## config.mk

```make
export PLATFORM = sky130hd
export DESIGN_NAME = tms_ctrl
export DESIGN_NICKNAME = d
export VERILOG_FILES = /design/src/rtl/tms_pkg.sv /design/src/rtl/tms_ctrl.sv
export SDC_FILE = /design/constraint.sdc
export NUM_CORES = 1
export LEC_CHECK = 0
export ABC_AREA = 1
export BUFFER_PORTS_ARGS = -buffer_cell sky130_fd_sc_hd__buf_2
export CAP_MARGIN = 20
export CORE_MARGIN = 8
export CORE_UTILIZATION = 50
export DETAILED_ROUTE_END_ITERATION = 8
export PLACE_DENSITY_LB_ADDON = 0.12
export RECOVER_POWER = 100
export SLEW_MARGIN = 5
export SYNTH_ARGS = -nofsm -noshare
export SYNTH_HDL_FRONTEND = slang
export SYNTH_SLANG_ARGS = --single-unit
export TNS_END_PERCENT = 30
```

## constraint.sdc

```tcl
create_clock -name clk -period 4.15 [get_ports clk]
set_input_delay 0.2075 -clock clk [delete_from_list [all_inputs] [get_ports clk]]
set_output_delay 0.2075 -clock clk [all_outputs]
set_load 0.03 [all_outputs]
```

## src/rtl/tms_pkg.sv

```systemverilog
// Shared types, constants and helpers of the triangle midpoint subdivider.
// Used by the controller, the datapath and the top level; depends on nothing.
package tms_pkg;

    localparam int COORD_WIDTH_DEF = 32;
    localparam int FRAC_BITS_DEF   = 16;
    localparam int VERTS_PER_TRI   = 6;
    localparam int IDX_W           = 32;
    localparam int RADIUS_W        = 31;
    localparam int ROOT_STEPS      = 32;
    localparam int DIV_STEPS       = 32;

    typedef enum logic [9:0] {
        ST_IDLE   = 10'b00_0000_0001,
        ST_EDGE   = 10'b00_0000_0010,
        ST_NORM   = 10'b00_0000_0100,
        ST_SQUARE = 10'b00_0000_1000,
        ST_ROOT   = 10'b00_0001_0000,
        ST_MUL    = 10'b00_0010_0000,
        ST_PREP   = 10'b00_0100_0000,
        ST_DIVIDE = 10'b00_1000_0000,
        ST_STORE  = 10'b01_0000_0000,
        ST_EMIT   = 10'b10_0000_0000
    } state_t;

    typedef struct packed {
        logic       load;
        logic       edge_load;
        logic [1:0] edge_sel;
        logic       norm_shift;
        logic       sq_acc;
        logic [1:0] axis;
        logic       root_step;
        logic       mul;
        logic       prep;
        logic       div_step;
        logic       store;
        logic       emit_load;
        logic [2:0] step;
        logic       advance;
    } cmd_t;

    typedef struct packed {
        logic norm_ok;
    } status_t;

    // Corner offset k of the new triangle emitted with result slot step.
    function automatic logic [2:0] tri_corner(input logic [2:0] step, input logic [1:0] k);
        logic [8:0] row;
        begin
            case (step)
                3'd0:    row = {3'd0, 3'd1, 3'd2};
                3'd1:    row = {3'd1, 3'd3, 3'd4};
                3'd2:    row = {3'd1, 3'd4, 3'd2};
                3'd3:    row = {3'd4, 3'd5, 3'd2};
                default: row = 9'd0;
            endcase
            case (k)
                2'd0:    tri_corner = row[8:6];
                2'd1:    tri_corner = row[5:3];
                default: tri_corner = row[2:0];
            endcase
        end
    endfunction

endpackage

```

## src/rtl/tms_ctrl.sv

```systemverilog
// Sequencer of the subdivider: walks edges, axes and the iterative steps.
// Depends on tms_pkg; drives the datapath through cmd_t, reads status_t.
module tms_ctrl (
    input  logic             clk,
    input  logic             rst_n,
    input  logic             in_valid,
    output logic             in_ready,
    output logic             out_valid,
    input  logic             out_ready,
    input  tms_pkg::status_t status,
    output tms_pkg::cmd_t    cmd
);
    import tms_pkg::*;

    state_t     state_reg, state_next;
    logic [1:0] edge_reg, edge_next;
    logic [1:0] axis_reg, axis_next;
    logic [4:0] iter_reg, iter_next;
    logic [2:0] step_reg, step_next;

    localparam logic [4:0] ROOT_LAST = 5'(ROOT_STEPS - 1);
    localparam logic [4:0] DIV_LAST  = 5'(DIV_STEPS - 1);
    localparam logic [2:0] STEP_LAST = 3'(VERTS_PER_TRI - 1);

    assign in_ready  = (state_reg == ST_IDLE);
    assign out_valid = (state_reg == ST_EMIT);

    always_comb
    begin
        state_next = state_reg;
        edge_next  = edge_reg;
        axis_next  = axis_reg;
        iter_next  = iter_reg;
        step_next  = step_reg;
        cmd        = '0;
        cmd.edge_sel = edge_reg;
        cmd.axis     = axis_reg;
        cmd.step     = step_reg;
        case (state_reg)
            ST_IDLE:
            begin
                if (in_valid)
                begin
                    cmd.load   = 1'b1;
                    edge_next  = 2'd0;
                    state_next = ST_EDGE;
                end
            end
            ST_EDGE:
            begin
                cmd.edge_load = 1'b1;
                state_next    = ST_NORM;
            end
            ST_NORM:
            begin
                if (status.norm_ok)
                begin
                    axis_next  = 2'd0;
                    state_next = ST_SQUARE;
                end
                else
                begin
                    cmd.norm_shift = 1'b1;
                end
            end
            ST_SQUARE:
            begin
                cmd.sq_acc = 1'b1;
                if (axis_reg == 2'd2)
                begin
                    iter_next  = '0;
                    state_next = ST_ROOT;
                end
                else
                begin
                    axis_next = axis_reg + 2'd1;
                end
            end
            ST_ROOT:
            begin
                cmd.root_step = 1'b1;
                iter_next     = iter_reg + 5'd1;
                if (iter_reg == ROOT_LAST)
                begin
                    axis_next  = 2'd0;
                    state_next = ST_MUL;
                end
            end
            ST_MUL:
            begin
                cmd.mul    = 1'b1;
                state_next = ST_PREP;
            end
            ST_PREP:
            begin
                cmd.prep   = 1'b1;
                iter_next  = '0;
                state_next = ST_DIVIDE;
            end
            ST_DIVIDE:
            begin
                cmd.div_step = 1'b1;
                iter_next    = iter_reg + 5'd1;
                if (iter_reg == DIV_LAST)
                begin
                    state_next = ST_STORE;
                end
            end
            ST_STORE:
            begin
                cmd.store = 1'b1;
                if (axis_reg != 2'd2)
                begin
                    axis_next  = axis_reg + 2'd1;
                    state_next = ST_MUL;
                end
                else if (edge_reg != 2'd2)
                begin
                    edge_next  = edge_reg + 2'd1;
                    state_next = ST_EDGE;
                end
                else
                begin
                    cmd.emit_load = 1'b1;
                    cmd.step      = 3'd0;
                    step_next     = 3'd0;
                    state_next    = ST_EMIT;
                end
            end
            ST_EMIT:
            begin
                if (out_ready)
                begin
                    if (step_reg == STEP_LAST)
                    begin
                        cmd.advance = 1'b1;
                        state_next  = ST_IDLE;
                    end
                    else
                    begin
                        cmd.emit_load = 1'b1;
                        cmd.step      = step_reg + 3'd1;
                        step_next     = step_reg + 3'd1;
                    end
                end
            end
            default:
            begin
                state_next = ST_IDLE;
            end
        endcase
    end

    always_ff @(posedge clk or negedge rst_n)
    begin
        if (!rst_n)
        begin
            state_reg <= ST_IDLE;
            edge_reg  <= '0;
            axis_reg  <= '0;
            iter_reg  <= '0;
            step_reg  <= '0;
        end
        else
        begin
            state_reg <= state_next;
            edge_reg  <= edge_next;
            axis_reg  <= axis_next;
            iter_reg  <= iter_next;
            step_reg  <= step_next;
        end
    end

    a_accept_starts_edge: assert property (@(posedge clk) disable iff (!rst_n)
        in_valid && in_ready |=> state_reg == ST_EDGE && edge_reg == 2'd0)
        else $error("accepted item did not start the first edge");

    a_stall_holds_slot: assert property (@(posedge clk) disable iff (!rst_n)
        out_valid && !out_ready |=> out_valid && $stable(step_reg))
        else $error("result slot moved while the receiver stalled");

    a_divide_ends: assert property (@(posedge clk) disable iff (!rst_n)
        state_reg == ST_DIVIDE && iter_reg == DIV_LAST |=> state_reg == ST_STORE)
        else $error("division did not finish after its last step");

    a_last_goes_idle: assert property (@(posedge clk) disable iff (!rst_n)
        out_valid && out_ready && step_reg == STEP_LAST |=> in_ready)
        else $error("block not idle after the final result");

endmodule

```

==> results.md <==
* DR WL/cell at 12.23 um
* Detailed Route Iter0 Violations at 58
* Crit path arrival time at 2690 ps
* Vias in the first global route at 1421
* Drt total wl at 3363 um
* Antenna diode count at 0
* Filler Cell Count at 293
* Synth Instances at 202
* Max-cap violation count at 0
* Clk sinks at 22
* Footprint of the multi-input gates at 814.5 um^2
* FF-to-FF path depth at 8
* Synth warnings at 0
* Die Area at 5203 um^2
* Total track usage at 14.24%
* CP Class: reg -> out
* Slew Limit Fails at 0
* PwrDens at 423.4 nW/um^2
* Clock transition at path regs at 130 ps
* Synth cell types at 29
* RSZ-0062 raised after global routing: false
* Post-Route Utilization at 56.36%
* Static Leak at 0.9491 nW
* Max reg flops at 10
* Initial Util at 52.02%
* CTS resizes at 0
* Hold Crit Class: in -> reg
* CTS Buf Count at 3
* Global-route wire length before repair at 6078 um
* Tcrit/Tclk final at 69.82%
* Mapped Avg Cell Area at 7.798 um^2
* Clock Tree Root: clkbuf_4
* Die X at 72.13 um
* Area Growth Syn to Fin at 8.340%
* Vias at 1339
* Outcome: finished, final reports clean
* Post-Route Hold Slack at 190.0 ps
* DRC violations left at 0
* Net Count, Synth at 213
* Core area at 3028 um^2
* Clock Skew at 6.129 ps
* Worst Setup End Kind: output port
* Slew margin rel. at 15.72%
* DR pass1 iterations at 4
* Setup violators final at 0
* Via-per-instance ratio at 4.869
* Number of top-level pins at 25
* Mapped Area at 1575 um^2
* Largest net degree at the start of global routing at 23
* Die H at 72.13 um
* # nets final at 243
* Later-pin clock latency in the skew report at 320 ps
* Maximum fanout along the worst path at 7
* Worst Hold Depth at 3
* Gr ovfl total at 0
* Dpl hpwl at 2721 um
* CTS tree: built
* Initial antenna violation count at 0
* Period minus WS final at 2897 ps
* I/O Buffers at 24
* Fin Setup TNS at 0 ps
* Layout cells sized above 1 at 15.58%
* Top achievable clock speed at 345.1 MHz
* GP Congestion at 0.8800
* Largest area contributor in the netlist: dfrtp_1
* Register Area at 551.8 um^2
* Worst EP required at 3940 ps
* Worst Tran Pin Value at 1264 ps
* Top cell type's share of synthesized area at 33.36%
* Final ANT Viol Nets at 0
* Hold Vio Cnt, Final at 0
* Synth top area cells: dfrtp_1 (33%), nand2_1 (8.8%), inv_1 (8.1%), nand2_4 (7.9%), nor2_4 (5.7%)
* Row cnt at 20
* Part of the Yosys area used for sequential elements at 35.03%
* Yosys reg bits at 22
* Crit start category: flip-flop
* PnR Total Power at 0.0007226 W
* Htree depth at 1
* Worst-case clock buffer depth at 2
* VDD IR-drop max at 0.0002172 V
==> layout by cell type, fill, tap and decap left out, drive strengths merged, types with 4 or more instances in the layout <==
cell and instances:
nand2 53, inv 37, nor2 30, clkbuf 24, dfrtp 21, nand3 18
o21ai 18, ha 6, nand4 4, buf 4
==> metrics by stage <==
step | worst slack [ps] | instance area (um^2) | std cells
after global routing | 970.4 | 1707 | 275
after detailed placement | 2343 | 1750 | 270
after CTS | 1965 | 1797 | 275
final | 1253 | 1707 | 275
after floorplan | 2059 | 1575 | 202
after global placement | 2390 | 1750 | 270
==> layout make-up <==
class                   count  share of cell area (%)
clock buffers               4                   2.126
inverters                  38                   8.431
multi-input cells         142                   47.73
flip-flops and latches     22                   32.33
well taps                  44                   3.226
repair buffers             25                   6.158
==> path summary, 6_finish.rpt <==
path	endpoint	start	slack, ps
max in group asynchronous	state_reg[8]$_DFFE_PN0P_	rst_n	2740
min reg2reg	iter_reg[4]$_DFFE_PN0P_	iter_reg[4]$_DFFE_PN0P_	510
max reg2reg	step_reg[2]$_DFFE_PN0P_	state_reg[2]$_DFFE_PN0P_	2000
min	state_reg[2]$_DFFE_PN0P_	status	190
min in group asynchronous	step_reg[0]$_DFFE_PN0P_	rst_n	670
max	cmd[3]	state_reg[2]$_DFFE_PN0P_	1250
==> cell usage after synthesis <==
| library cell | instances |
|---|---|
| nand2_1 | 37 |
| inv_1 | 34 |
| dfrtp_1 | 21 |
| nor2_1 | 19 |
| nand3_1 | 14 |
| o21ai_0 | 12 |
| nand2_4 | 11 |
| nor2_4 | 8 |
| ha_1 | 6 |
| nand2_2 | 5 |
| nand4_1 | 4 |
| o21ai_1 | 4 |
| a21oi_1 | 3 |
| inv_2 | 3 |
| nand3_2 | 3 |
| nor2_2 | 3 |
| o21ai_2 | 2 |
| or2_1 | 2 |
| clkinv_2 | 1 |
| dfstp_2 | 1 |
| nand3_4 | 1 |
| nand3b_2 | 1 |
| nor3_1 | 1 |
| nor3b_1 | 1 |
| o211ai_1 | 1 |
| o21bai_1 | 1 |
| or2_2 | 1 |
| xnor2_1 | 1 |
| xor2_1 | 1 |
==> cell families after synthesis <==
family / count (synthesis) / share of synthesized area [%]
adders and majority gates: 6 / 4.766
xor gates and xnor gates: 2 / 1.112
and+or+nand+nor: 111 / 41.86
buffers and inverters: 38 / 9.134
DFF: 22 / 35.03
AOI/OAI and AO/OA: 23 / 8.102
==> repair_timing <==
| action | 4_1_cts | 5_1_grt |
|---|---|---|
| setup buffers | 0 | 0 |
| hold buffers | 1 | 0 |
| hold endpoints to repair | 21 | 0 |
==> metal layers <==
metal	share of wire (%)	wire [um]	GRT usage, %
met2	48	1601	24.57
met1	48	1615	17.44
met5	0	0	0
met3	2.9	98	2.066
met4	1.4	48	4.989
==> power breakdown <==
part / switching [W] / internal [W]
Clock: 0.0000708 / 0.0000536
Sequential: 0.0000201 / 0.000236
Combinational: 0.000236 / 0.000106
Total: 0.000327 / 0.000395
==> critical path: stages, from the launching register on <==
cell	delay, ps
dfrtp_1	420
nor2_1	390
nand2_4	80
nor2_1	250
nand2_1	230
clkinvlp_2	180
nand3_1	220
nand2_4	140
inv_2	40
o21ai_2	100
clkbuf_1	320
Note: power is estimated with default switching activity, not from simulation.
